--- src/hdl/sspseq_pkg.sv ---
// shared types and constants for the servo slew and power sequencer
// no dependencies
`default_nettype none

package sspseq_pkg;

  // phase codes, as reported on the phase port
  typedef enum logic [1:0] {
    PH_MOVING  = 2'd0,
    PH_SETTLE  = 2'd1,
    PH_OFF     = 2'd2,
    PH_REFRESH = 2'd3
  } phase_t;

  // configuration register indexes (byte address is 4 * index)
  localparam logic [2:0] REG_CLOSED_POSITION = 3'd0;
  localparam logic [2:0] REG_THROWN_POSITION = 3'd1;
  localparam logic [2:0] REG_SLEW_STEP       = 3'd2;
  localparam logic [2:0] REG_SETTLE_TICKS    = 3'd3;
  localparam logic [2:0] REG_OFF_TICKS       = 3'd4;
  localparam logic [2:0] REG_REFRESH_TICKS   = 3'd5;

  localparam int unsigned ADDR_W = 5;
  localparam int unsigned DATA_W = 32;

  // register reset values
  localparam logic [7:0] RST_CLOSED_POSITION = 8'd0;
  localparam logic [7:0] RST_THROWN_POSITION = 8'd0;
  localparam logic [7:0] RST_SLEW_STEP       = 8'd1;
  localparam logic [7:0] RST_SETTLE_TICKS    = 8'd20;
  localparam logic [7:0] RST_OFF_TICKS       = 8'd100;
  localparam logic [7:0] RST_REFRESH_TICKS   = 8'd10;

  // configuration set seen by the step logic
  typedef struct packed {
    logic [7:0] closed_position;
    logic [7:0] thrown_position;
    logic [7:0] slew_step;
    logic [7:0] settle_ticks;
    logic [7:0] off_ticks;
    logic [7:0] refresh_ticks;
  } cfg_t;

  // sequencer state carried from tick to tick
  typedef struct packed {
    logic [7:0] position;
    phase_t     phase;
    logic [7:0] tick_count;
  } seq_state_t;

endpackage

`default_nettype wire

--- src/hdl/servo_slew_power_sequencer.sv ---
// servo slew and power sequencer: top level with register port and result register
// depends on sspseq_pkg and sspseq_step
//
// latency: the result word for a tick is valid the cycle after the tick is accepted
// throughput: one tick per cycle with result_ready high, as each result drains
// reset: synchronous rst clears state to position 0, moving phase, count 0,
//   and loads the register reset values; no clearing pass
`default_nettype none

module servo_slew_power_sequencer
  import sspseq_pkg::*;
(
  input  wire logic              clk,
  input  wire logic              rst,
  // tick channel
  input  wire logic              tick_valid,
  output logic                   tick_ready,
  input  wire logic              direction,
  // result channel
  output logic                   result_valid,
  input  wire logic              result_ready,
  output logic [7:0]             position,
  output logic                   powered,
  output logic [1:0]             phase,
  // register port
  input  wire logic              psel,
  input  wire logic              penable,
  input  wire logic              pwrite,
  input  wire logic [ADDR_W-1:0] paddr,
  input  wire logic [DATA_W-1:0] pwdata,
  output logic [DATA_W-1:0]      prdata,
  output logic                   pready
);

  cfg_t       cfg;
  seq_state_t state;
  seq_state_t state_next;
  logic       tick_take;
  logic       cfg_write;
  logic [2:0] reg_index;
  logic [7:0] read_byte;

  assign pready    = 1'b1;
  assign cfg_write = psel & penable & pwrite;
  assign reg_index = paddr[ADDR_W-1:2];

  // register writes
  always_ff @(posedge clk) begin
    if (rst) begin
      cfg.closed_position <= RST_CLOSED_POSITION;
      cfg.thrown_position <= RST_THROWN_POSITION;
      cfg.slew_step       <= RST_SLEW_STEP;
      cfg.settle_ticks    <= RST_SETTLE_TICKS;
      cfg.off_ticks       <= RST_OFF_TICKS;
      cfg.refresh_ticks   <= RST_REFRESH_TICKS;
    end else if (cfg_write) begin
      case (reg_index)
        REG_CLOSED_POSITION: cfg.closed_position <= pwdata[7:0];
        REG_THROWN_POSITION: cfg.thrown_position <= pwdata[7:0];
        REG_SLEW_STEP:       cfg.slew_step       <= pwdata[7:0];
        REG_SETTLE_TICKS:    cfg.settle_ticks    <= pwdata[7:0];
        REG_OFF_TICKS:       cfg.off_ticks       <= pwdata[7:0];
        REG_REFRESH_TICKS:   cfg.refresh_ticks   <= pwdata[7:0];
        default: ;
      endcase
    end
  end

  // register readback
  always_comb begin
    case (reg_index)
      REG_CLOSED_POSITION: read_byte = cfg.closed_position;
      REG_THROWN_POSITION: read_byte = cfg.thrown_position;
      REG_SLEW_STEP:       read_byte = cfg.slew_step;
      REG_SETTLE_TICKS:    read_byte = cfg.settle_ticks;
      REG_OFF_TICKS:       read_byte = cfg.off_ticks;
      REG_REFRESH_TICKS:   read_byte = cfg.refresh_ticks;
      default:             read_byte = 8'd0;
    endcase
    prdata = {{(DATA_W-8){1'b0}}, read_byte};
  end

  // a tick is taken whenever the result register is free or draining
  assign tick_ready = ~result_valid | result_ready;
  assign tick_take  = tick_valid & tick_ready;

  sspseq_step u_step (
    .direction  (direction),
    .cfg        (cfg),
    .state      (state),
    .state_next (state_next)
  );

  // sequencer state
  always_ff @(posedge clk) begin
    if (rst) begin
      state.position   <= 8'd0;
      state.phase      <= PH_MOVING;
      state.tick_count <= 8'd0;
    end else if (tick_take) begin
      state <= state_next;
    end
  end

  // result word register
  always_ff @(posedge clk) begin
    if (rst) begin
      result_valid <= 1'b0;
    end else if (tick_take) begin
      result_valid <= 1'b1;
    end else if (result_ready) begin
      result_valid <= 1'b0;
    end
  end

  always_ff @(posedge clk) begin
    if (tick_take) begin
      position <= state_next.position;
      powered  <= (state_next.phase != PH_OFF);
      phase    <= state_next.phase;
    end
  end

endmodule

`default_nettype wire

--- src/hdl/sspseq_step.sv ---
// next-state logic for one tick: slew toward target, then timed power phases
// depends on sspseq_pkg
`default_nettype none

module sspseq_step
  import sspseq_pkg::*;
(
  input  wire logic       direction,
  input  wire cfg_t       cfg,
  input  wire seq_state_t state,
  output seq_state_t      state_next
);

  logic [7:0] target;
  logic [7:0] diff;
  logic [7:0] slewed;
  logic [7:0] tick_inc;
  logic [7:0] limit;
  phase_t     after_limit;

  // target select and clamped slew
  always_comb begin
    target = direction ? cfg.thrown_position : cfg.closed_position;
    if (state.position < target) begin
      diff   = target - state.position;
      slewed = (diff <= cfg.slew_step) ? target : state.position + cfg.slew_step;
    end else begin
      diff   = state.position - target;
      slewed = (diff <= cfg.slew_step) ? target : state.position - cfg.slew_step;
    end
  end

  // limit and follow-on phase for the timed phases
  always_comb begin
    tick_inc = state.tick_count + 8'd1;
    case (state.phase)
      PH_SETTLE: begin
        limit       = cfg.settle_ticks;
        after_limit = PH_OFF;
      end
      PH_OFF: begin
        limit       = cfg.off_ticks;
        after_limit = PH_REFRESH;
      end
      PH_REFRESH: begin
        limit       = cfg.refresh_ticks;
        after_limit = PH_OFF;
      end
      default: begin
        limit       = cfg.refresh_ticks;
        after_limit = PH_OFF;
      end
    endcase
  end

  // phase update
  always_comb begin
    state_next = state;
    if (state.position != target) begin
      state_next.phase    = PH_MOVING;
      state_next.position = slewed;
    end else if (state.phase == PH_MOVING) begin
      state_next.phase      = PH_SETTLE;
      state_next.tick_count = 8'd0;
    end else if (tick_inc == limit) begin
      state_next.phase      = after_limit;
      state_next.tick_count = 8'd0;
    end else begin
      state_next.tick_count = tick_inc;
    end
  end

endmodule

`default_nettype wire

--- config.mk ---
export PLATFORM = sky130hd
export DESIGN_NAME = servo_slew_power_sequencer
export DESIGN_NICKNAME = d
export VERILOG_FILES = /design/src/hdl/sspseq_pkg.sv /design/src/hdl/servo_slew_power_sequencer.sv /design/src/hdl/sspseq_step.sv
export SDC_FILE = /design/constraint.sdc
export NUM_CORES = 1
export LEC_CHECK = 0
export ABC_AREA = 0
export BUFFER_PORTS_ARGS = -buffer_cell sky130_fd_sc_hd__buf_2
export CAP_MARGIN = 20
export CORE_ASPECT_RATIO = 1.5
export CORE_UTILIZATION = 45
export CTS_BUF_LIST = sky130_fd_sc_hd__clkbuf_8 sky130_fd_sc_hd__clkbuf_16
export DETAILED_ROUTE_END_ITERATION = 10
export PLACE_DENSITY_LB_ADDON = 0.3
export REMOVE_ABC_BUFFERS = 1
export SLEW_MARGIN = 20
export SYNTH_ARGS = -nofsm -noshare
export SYNTH_HDL_FRONTEND = slang
export SYNTH_HIERARCHICAL = 1
export SYNTH_SLANG_ARGS = --single-unit
--- constraint.sdc ---
create_clock -name clk -period 4.4 [get_ports clk]
set_input_delay 0.66 -clock clk [delete_from_list [all_inputs] [get_ports clk]]
set_output_delay 0.66 -clock clk [all_outputs]
set_load 0.1 [all_outputs]
==> reports/metrics.csv, run 1 <==
stage,metric,value,unit
detailed_routing,DRT Wirelength,17100,µm
detailed_routing,DRC,0,
power_and_ir_drop,Logic pwr share,0.700,
detailed_routing,ANT nets after route,0,
sta,Final Critical Period,4.22,ns
logic_synthesis,Syn. warnings,6,
floorplanning,Horiz. Die Dim,97.6,µm
sta,final setup margin,0.182,ns
place,Post-Place Worst Slack,-0.303,ns
final_layout,FF/Latch Area,0.00167,mm²
final_layout,layout cells sized above 1,0.171,
detailed_routing,Iter 0 DRT Violations,297,
global_route,vias in the first global route,5566,
cts,"Clk Latency, worst-skew pair",0.34,ns
detailed_routing,WL/cell,17.9,µm
sta,Final Cycle Share,0.959,
sta,setup TNS,0,ns
logic_synthesis,syn_area_per_cell,8.32,µm²
place,hpwl dp,12800,µm
critical_path,worst path buffer plus inverter count,4,
global_route,grt ovf,0,
logic_synthesis,synthesized area,0.00617,mm²
cts,Num CTS Buffers,9,
cts,cts hold-fix bufs,0,
cts,CTS tree,built,
critical_path,Crit. End Element,flip-flop,
critical_path,"delay-heaviest family, CP",compound AO/OA/AOI/OAI gates,
power_and_ir_drop,Pint,3.08,mW
floorplanning,overall die area,0.0142,mm²
cts,Clock Pin Slew Worst Setup and Hold Paths,0.06,ns
critical_path,delay of the slowest cell on the worst path,0.36,ns
global_route,GRT Overall Usage,0.239,
floorplanning,Initial Utilization,0.460,
critical_path,worst-path cell with the longest stage delay,mux2_2,
sta,final setup fails,0,
cts,Setup Buffers After CTS,0,
critical_path,nature of the critical path startpoint,input port,
sta,count of final hold-check violations,0,
floorplanning,Top Ports,91,
final_layout,footprint of the multi-input gates,0.00402,mm²
power_and_ir_drop,Sw Ratio,0.473,
critical_path,critical path required time,4.65,ns
detailed_routing,post-DR vias/cell,5.88,
floorplanning,core area,0.0134,mm²
power_and_ir_drop,sequential power share,0.162,
logic_synthesis,top_reg_cell synth,dfxtp_1,
critical_path,crit path DAT,4.47,ns
cts,Post-CTS Resized,0,
logic_synthesis,"Seq/Total Area, Yosys",0.271,
power_and_ir_drop,VDD IR-drop max,624,µV
logic_synthesis,unique cell type count in the Yosys netlist,71,
outcome,status,finished clean,
cts,largest buffer count on any clock path,2,
sta,RSZ-0062 raised after global routing,no,
power_and_ir_drop,Clock power frac,0.138,
logic_synthesis,Post-synth EDFFs,11,
sta,Rel. slew slack,0.241,
global_route,global-route wire length before repair,27200,µm
global_route,antenna violations before repair,0,
final_layout,most frequent cells in the layout,"a21oi_1 (78), dfxtp_1 (67), nand3_1 (52)",
job,# Max-Cap Violations,0,
detailed_routing,total number of vias,5597,
power_and_ir_drop,Power Density,845,mW/mm²
final_layout,n_diodes,0,
final_layout,fillcell total,1282,
sta,Least-Margin Pin Slew,1.11,ns
detailed_routing,drt pass-1 iters,4,
floorplanning,die extent in y,145,µm
sta,clk_skew,0.00892,ns
place,Routability Congestion,0.923,
final_layout,"commonest non-fill, non-tap cell in the layout",a21oi_1,
critical_path,Setup CP Type,in -> reg,
cts,Clock Sinks,78,
critical_path,cells along the critical path,buf_2 -> mux2_2 -> ha_1 -> a21o_1 -> a21oi_1 -> o21bai_1 -> a21o_1 -> a221oi_2 -> xnor2_1 -> ha_1 -> buf_4 -> a21oi_1 -> a311oi_4 -> buf_4 -> buf_4 -> and4_1 -> o41ai_2 -> nand3_1 -> a21oi_1,
place,port buffer count,39,
sta,fin. max-slew vios,0,
logic_synthesis,register bit count reported by yosys,78,
critical_path,CP max FO,4,
final_layout,Final nets,883,
cts,Root Buffer,clkbuf_16,
final_layout,Area Growth Syn to Fin,12.2,%
cts,H-tree lvl count,3,
min_path,Min-Delay Path Class,reg -> reg,
power_and_ir_drop,Leak,2.84,nW
sta,Max Clk Rate,0.237,GHz
logic_synthesis,asr flop ratio synth,0,
power_and_ir_drop,Sw Pwr,2.77,mW
global_route,largest net degree at the start of global routing,62,
floorplanning,row count,52,
logic_synthesis,cells after synthesis,741,
## layout make-up
| class | instances | area share |
|---|---|---|
| multi-input cells | 568 | 0.581 |
| flip-flops and latches | 78 | 0.242 |
| repair buffers | 86 | 0.0792 |
| clock buffers | 9 | 0.0326 |
| well taps | 162 | 0.0293 |
| inverters | 42 | 0.0228 |
| clock inverters | 7 | 0.0137 |
## metal layers
layer  share of wire  track usage
met1            0.39        0.264
met2            0.51        0.421
met3           0.044       0.0331
met4           0.058        0.164
met5               0            0
## worst register-to-register path, delay by kind of cell (launching register included)
kind | cells | cell delay (ns)
compound gates | 9 | 1.89
mux | 1 | 0.29
fa+ha+maj | 2 | 0.56
flops | 1 | 0.32
simple gates | 2 | 0.29
xor+xnor | 1 | 0.15
buf+inv | 3 | 0.45
## Yosys cell counts, types with 21 or more instances
cell type	number	area, µm²
nand2b_1	32	200
mux2i_1	32	320
a21oi_1	79	395
inv_1	39	146
nand3_1	52	260
dfxtp_1	67	1340
buf_2	24	120
ha_1	49	613
xnor2_1	21	184
o21ai_0	34	170
nand2_1	24	90.1
nor2_1	37	139
o21ai_1	32	160
buf_4	31	233
## metrics by stage
step	util	std cells	hold WS, ns	power (mW)	instance area [µm²]
final	0.516	952	0.503	5.85	6920
after global routing	0.516	952	0.516	6.22	6920
after CTS	0.514	952	0.496	5.80	6890
after detailed placement	0.490	936	0.486	4.98	6570
after global placement	0.490	936	0.469	4.89	6570
after floorplan	-	688	0.457	3.45	5820
## power groups by stage
| stage | combinational, mW | sequential [mW] | clock [mW] |
|---|---|---|---|
| finish | 4.09 | 0.950 | 0.805 |
| global route | 4.42 | 0.959 | 0.847 |
| CTS | 4.04 | 0.949 | 0.818 |
| detailed placement | 4.01 | 0.965 | 0 |
| global placement | 3.93 | 0.964 | 0 |
| floorplan | 2.19 | 1.26 | 0 |
## sequential cells by signal, summed over array words and instances (netlist names)
signal	cells
cfg	48
state	18
position	8
phase	2
powered	1
result_valid	1
## path summary, 6_finish.rpt
path	cells after the start	from	slack, ns	end
max	19	direction	0.18	state[17]
min	2	cfg[34]	0.50	cfg[34]
max reg2reg	18	cfg[33]	0.38	state[17]
min reg2reg	2	cfg[34]	0.50	cfg[34]
## logic make-up after synthesis
| logic type | count (synthesis) | synth area share |
|---|---|---|
| AND/OR/NAND/NOR | 186 | 0.159 |
| AO/OA/AOI/OAI | 224 | 0.231 |
| buffers and inverters | 118 | 0.0955 |
| other | 2 | 0.00122 |
| multiplexers | 50 | 0.0848 |
| adder cells (fa/ha/maj) | 53 | 0.112 |
| flip-flops | 78 | 0.271 |
| XOR/XNOR | 30 | 0.0450 |
Note: power is estimated with default switching activity, not from simulation.
==> run 2: changes to the inputs <==
--- a/config.mk
+++ b/config.mk
@@ -15,5 +15,5 @@
 export PLACE_DENSITY_LB_ADDON = 0.3
 export REMOVE_ABC_BUFFERS = 1
-export SLEW_MARGIN = 20
+export SLEW_MARGIN = 10
 export SYNTH_ARGS = -nofsm -noshare
 export SYNTH_HDL_FRONTEND = slang
==> constraint.sdc (replaced) <==
create_clock -name clk -period 4.2 [get_ports clk]
set_input_delay 0.63 -clock clk [delete_from_list [all_inputs] [get_ports clk]]
set_output_delay 0.63 -clock clk [all_outputs]
set_load 0.01 [all_outputs]
==> reports/metrics.csv, run 2 (same netlist as run 1, synthesis figures left out) <==
stage,metric,value,unit
floorplanning,row count,52,
cts,Setup Buffers After CTS,0,
sta,count of final hold-check violations,0,
cts,cts hold-fix bufs,0,
sta,final setup fails,0,
job,# Max-Cap Violations,0,
final_layout,Area Growth Syn to Fin,13.7,%
place,Cells after DPL,941,
global_route,GRT Overall Usage,0.242,
floorplanning,Top Ports,91,
final_layout,Non-Filler Instances,958,
critical_path,worst-path cell with the longest stage delay,mux2_2,
final_layout,top flop regs,"cfg x48, state x18, position x8",
global_route,antenna violations before repair,0,
final_layout,largest register by flop count,cfg,
power_and_ir_drop,VDD IR-drop max,574,µV
power_and_ir_drop,Power Density,838,mW/mm²
min_path,Hold Path Depth,2,
global_route,vias in the first global route,5626,
cts,Root Buffer,clkbuf_16,
sta,Rel. slew slack,0.325,
critical_path,R2R depth,19,
cts,CTS tree,built,
global_route,largest net degree at the start of global routing,74,
final_layout,"commonest non-fill, non-tap cell in the layout",a21oi_1,
cts,largest buffer count on any clock path,2,
critical_path,reg2reg end,state[13],
critical_path,delay of the slowest cell on the worst path,0.35,ns
critical_path,CP max FO,4,
detailed_routing,Iter 0 DRT Violations,283,
outcome,status,finished clean,
power_and_ir_drop,Leak,2.87,nW
final_layout,n_diodes,0,
final_layout,Util after Layout,0.523,
critical_path,cells along the critical path,buf_2 -> mux2_2 -> ha_1 -> buf_4 -> a21oi_2 -> o21bai_2 -> a21oi_2 -> o21bai_2 -> a221oi_2 -> xnor2_1 -> ha_1 -> nand4_1 -> o21ba_2 -> o211a_1 -> or2_4 -> buf_4 -> o211ai_1 -> o21ai_2 -> nand3_1 -> a21oi_1,
critical_path,nature of the critical path startpoint,input port,
final_layout,Final nets,889,
cts,Clock Sinks,78,
final_layout,most frequent cells in the layout,"a21oi_1 (74), dfxtp_1 (67), nand3_1 (52)",
final_layout,fillcell total,1278,
place,hpwl dp,12700,µm
cts,H-tree lvl count,3,
detailed_routing,DRC,0,
detailed_routing,WL/cell,17.5,µm
power_and_ir_drop,"Power, Total",5.87,mW
floorplanning,overall die area,0.0142,mm²
critical_path,crit path DAT,4.26,ns
cts,"Clk Latency, worst-skew pair",0.34,ns
sta,Least-Margin Pin Slew,0.987,ns
critical_path,worst reg-to-reg setup slack,0.32,ns
min_path,Worst Hold End,cfg[46],
sta,clk_skew,0.00837,ns
critical_path,RR Startpoint,cfg[33],
sta,final setup margin,0.166,ns
floorplanning,core area,0.0134,mm²
sta,Max Clk Rate,0.248,GHz
final_layout,layout cells sized above 1,0.190,
place,Post-Place Worst Slack,-0.384,ns
min_path,Hold Path Origin,cfg[46],
detailed_routing,ANT nets after route,0,
critical_path,Crit. End Element,flip-flop,
sta,Min Hold Slack,0.487,ns
sta,Final Critical Period,4.03,ns
min_path,Min-Delay Path Class,reg -> reg,
floorplanning,Initial Utilization,0.460,
cts,Num CTS Buffers,9,
critical_path,critical path required time,4.42,ns
place,Routability Congestion,0.928,
sta,fin. max-slew vios,0,
detailed_routing,post-DR vias/cell,5.82,
global_route,grt ovf,0,
floorplanning,Horiz. Die Dim,97.6,µm
floorplanning,die extent in y,145,µm
critical_path,Setup CP Type,in -> reg,
place,port buffer count,39,
detailed_routing,drt pass-1 iters,5,
detailed_routing,total number of vias,5574,
sta,Final Cycle Share,0.961,
cts,Clock Pin Slew Worst Setup and Hold Paths,0.07,ns
detailed_routing,DRT Wirelength,16800,µm
global_route,global-route wire length before repair,27600,µm
final_layout,max reg flops,48,
-- run 2: worst max path at each step --
stage | from | endpoint | slack, ns
floorplan | direction | state[17] | 0.07
global placement | direction | state[17] | -0.33
detailed placement | direction | state[15] | -0.38
CTS | direction | state[17] | 0.03
global route | direction | state[13] | -0.08
finish | direction | state[13] | 0.17
-- run 2: power by group --
part           switching (mW)  internal, mW
combinational            2.15          1.93
sequential             0.0690         0.922
clock                   0.336         0.468
-- run 2: layout make-up --
type                    count  area, µm²  share of cell area
well taps                 162        203              0.0289
clock inverters             7       81.3              0.0116
flip-flops and latches     78       1670               0.238
multi-input cells         568       4060               0.580
inverters                  42        158              0.0225
repair buffers             92        609              0.0869
clock buffers               9        225              0.0321
-- run 2: metal layers --
layer  vias up  track usage  part of all wire
li1       2706            -                 -
met1      2625        0.267              0.39
met2       181        0.415              0.50
met3        62       0.0327             0.043
met4         0        0.188             0.072
met5         -            0                 0
-- run 2: stage by stage --
step | area [µm²] | TNS, ns
finish | 7010 | 0
CTS | 6920 | 0
detailed placement | 6610 | -4.87
global route | 7010 | -0.138
global placement | 6610 | -4.24
floorplan | 5820 | 0
-- run 2: repair_timing --
action	in CTS	in global routing
pin swaps	0	8
hold endpoints to repair	0	0
resized for setup	2	18
endpoints found under the setup margin	3	16
cloned	0	0
-- run 2: critical path: cells and delay by family --
family / cells / cell delay [ns]
xor gates and xnor gates: 1 / 0.15
AOI/OAI and AO/OA: 10 / 1.60
buffers and inverters: 3 / 0.42
muxes: 1 / 0.35
adders and majority gates: 2 / 0.57
and+or+nand+nor: 3 / 0.53
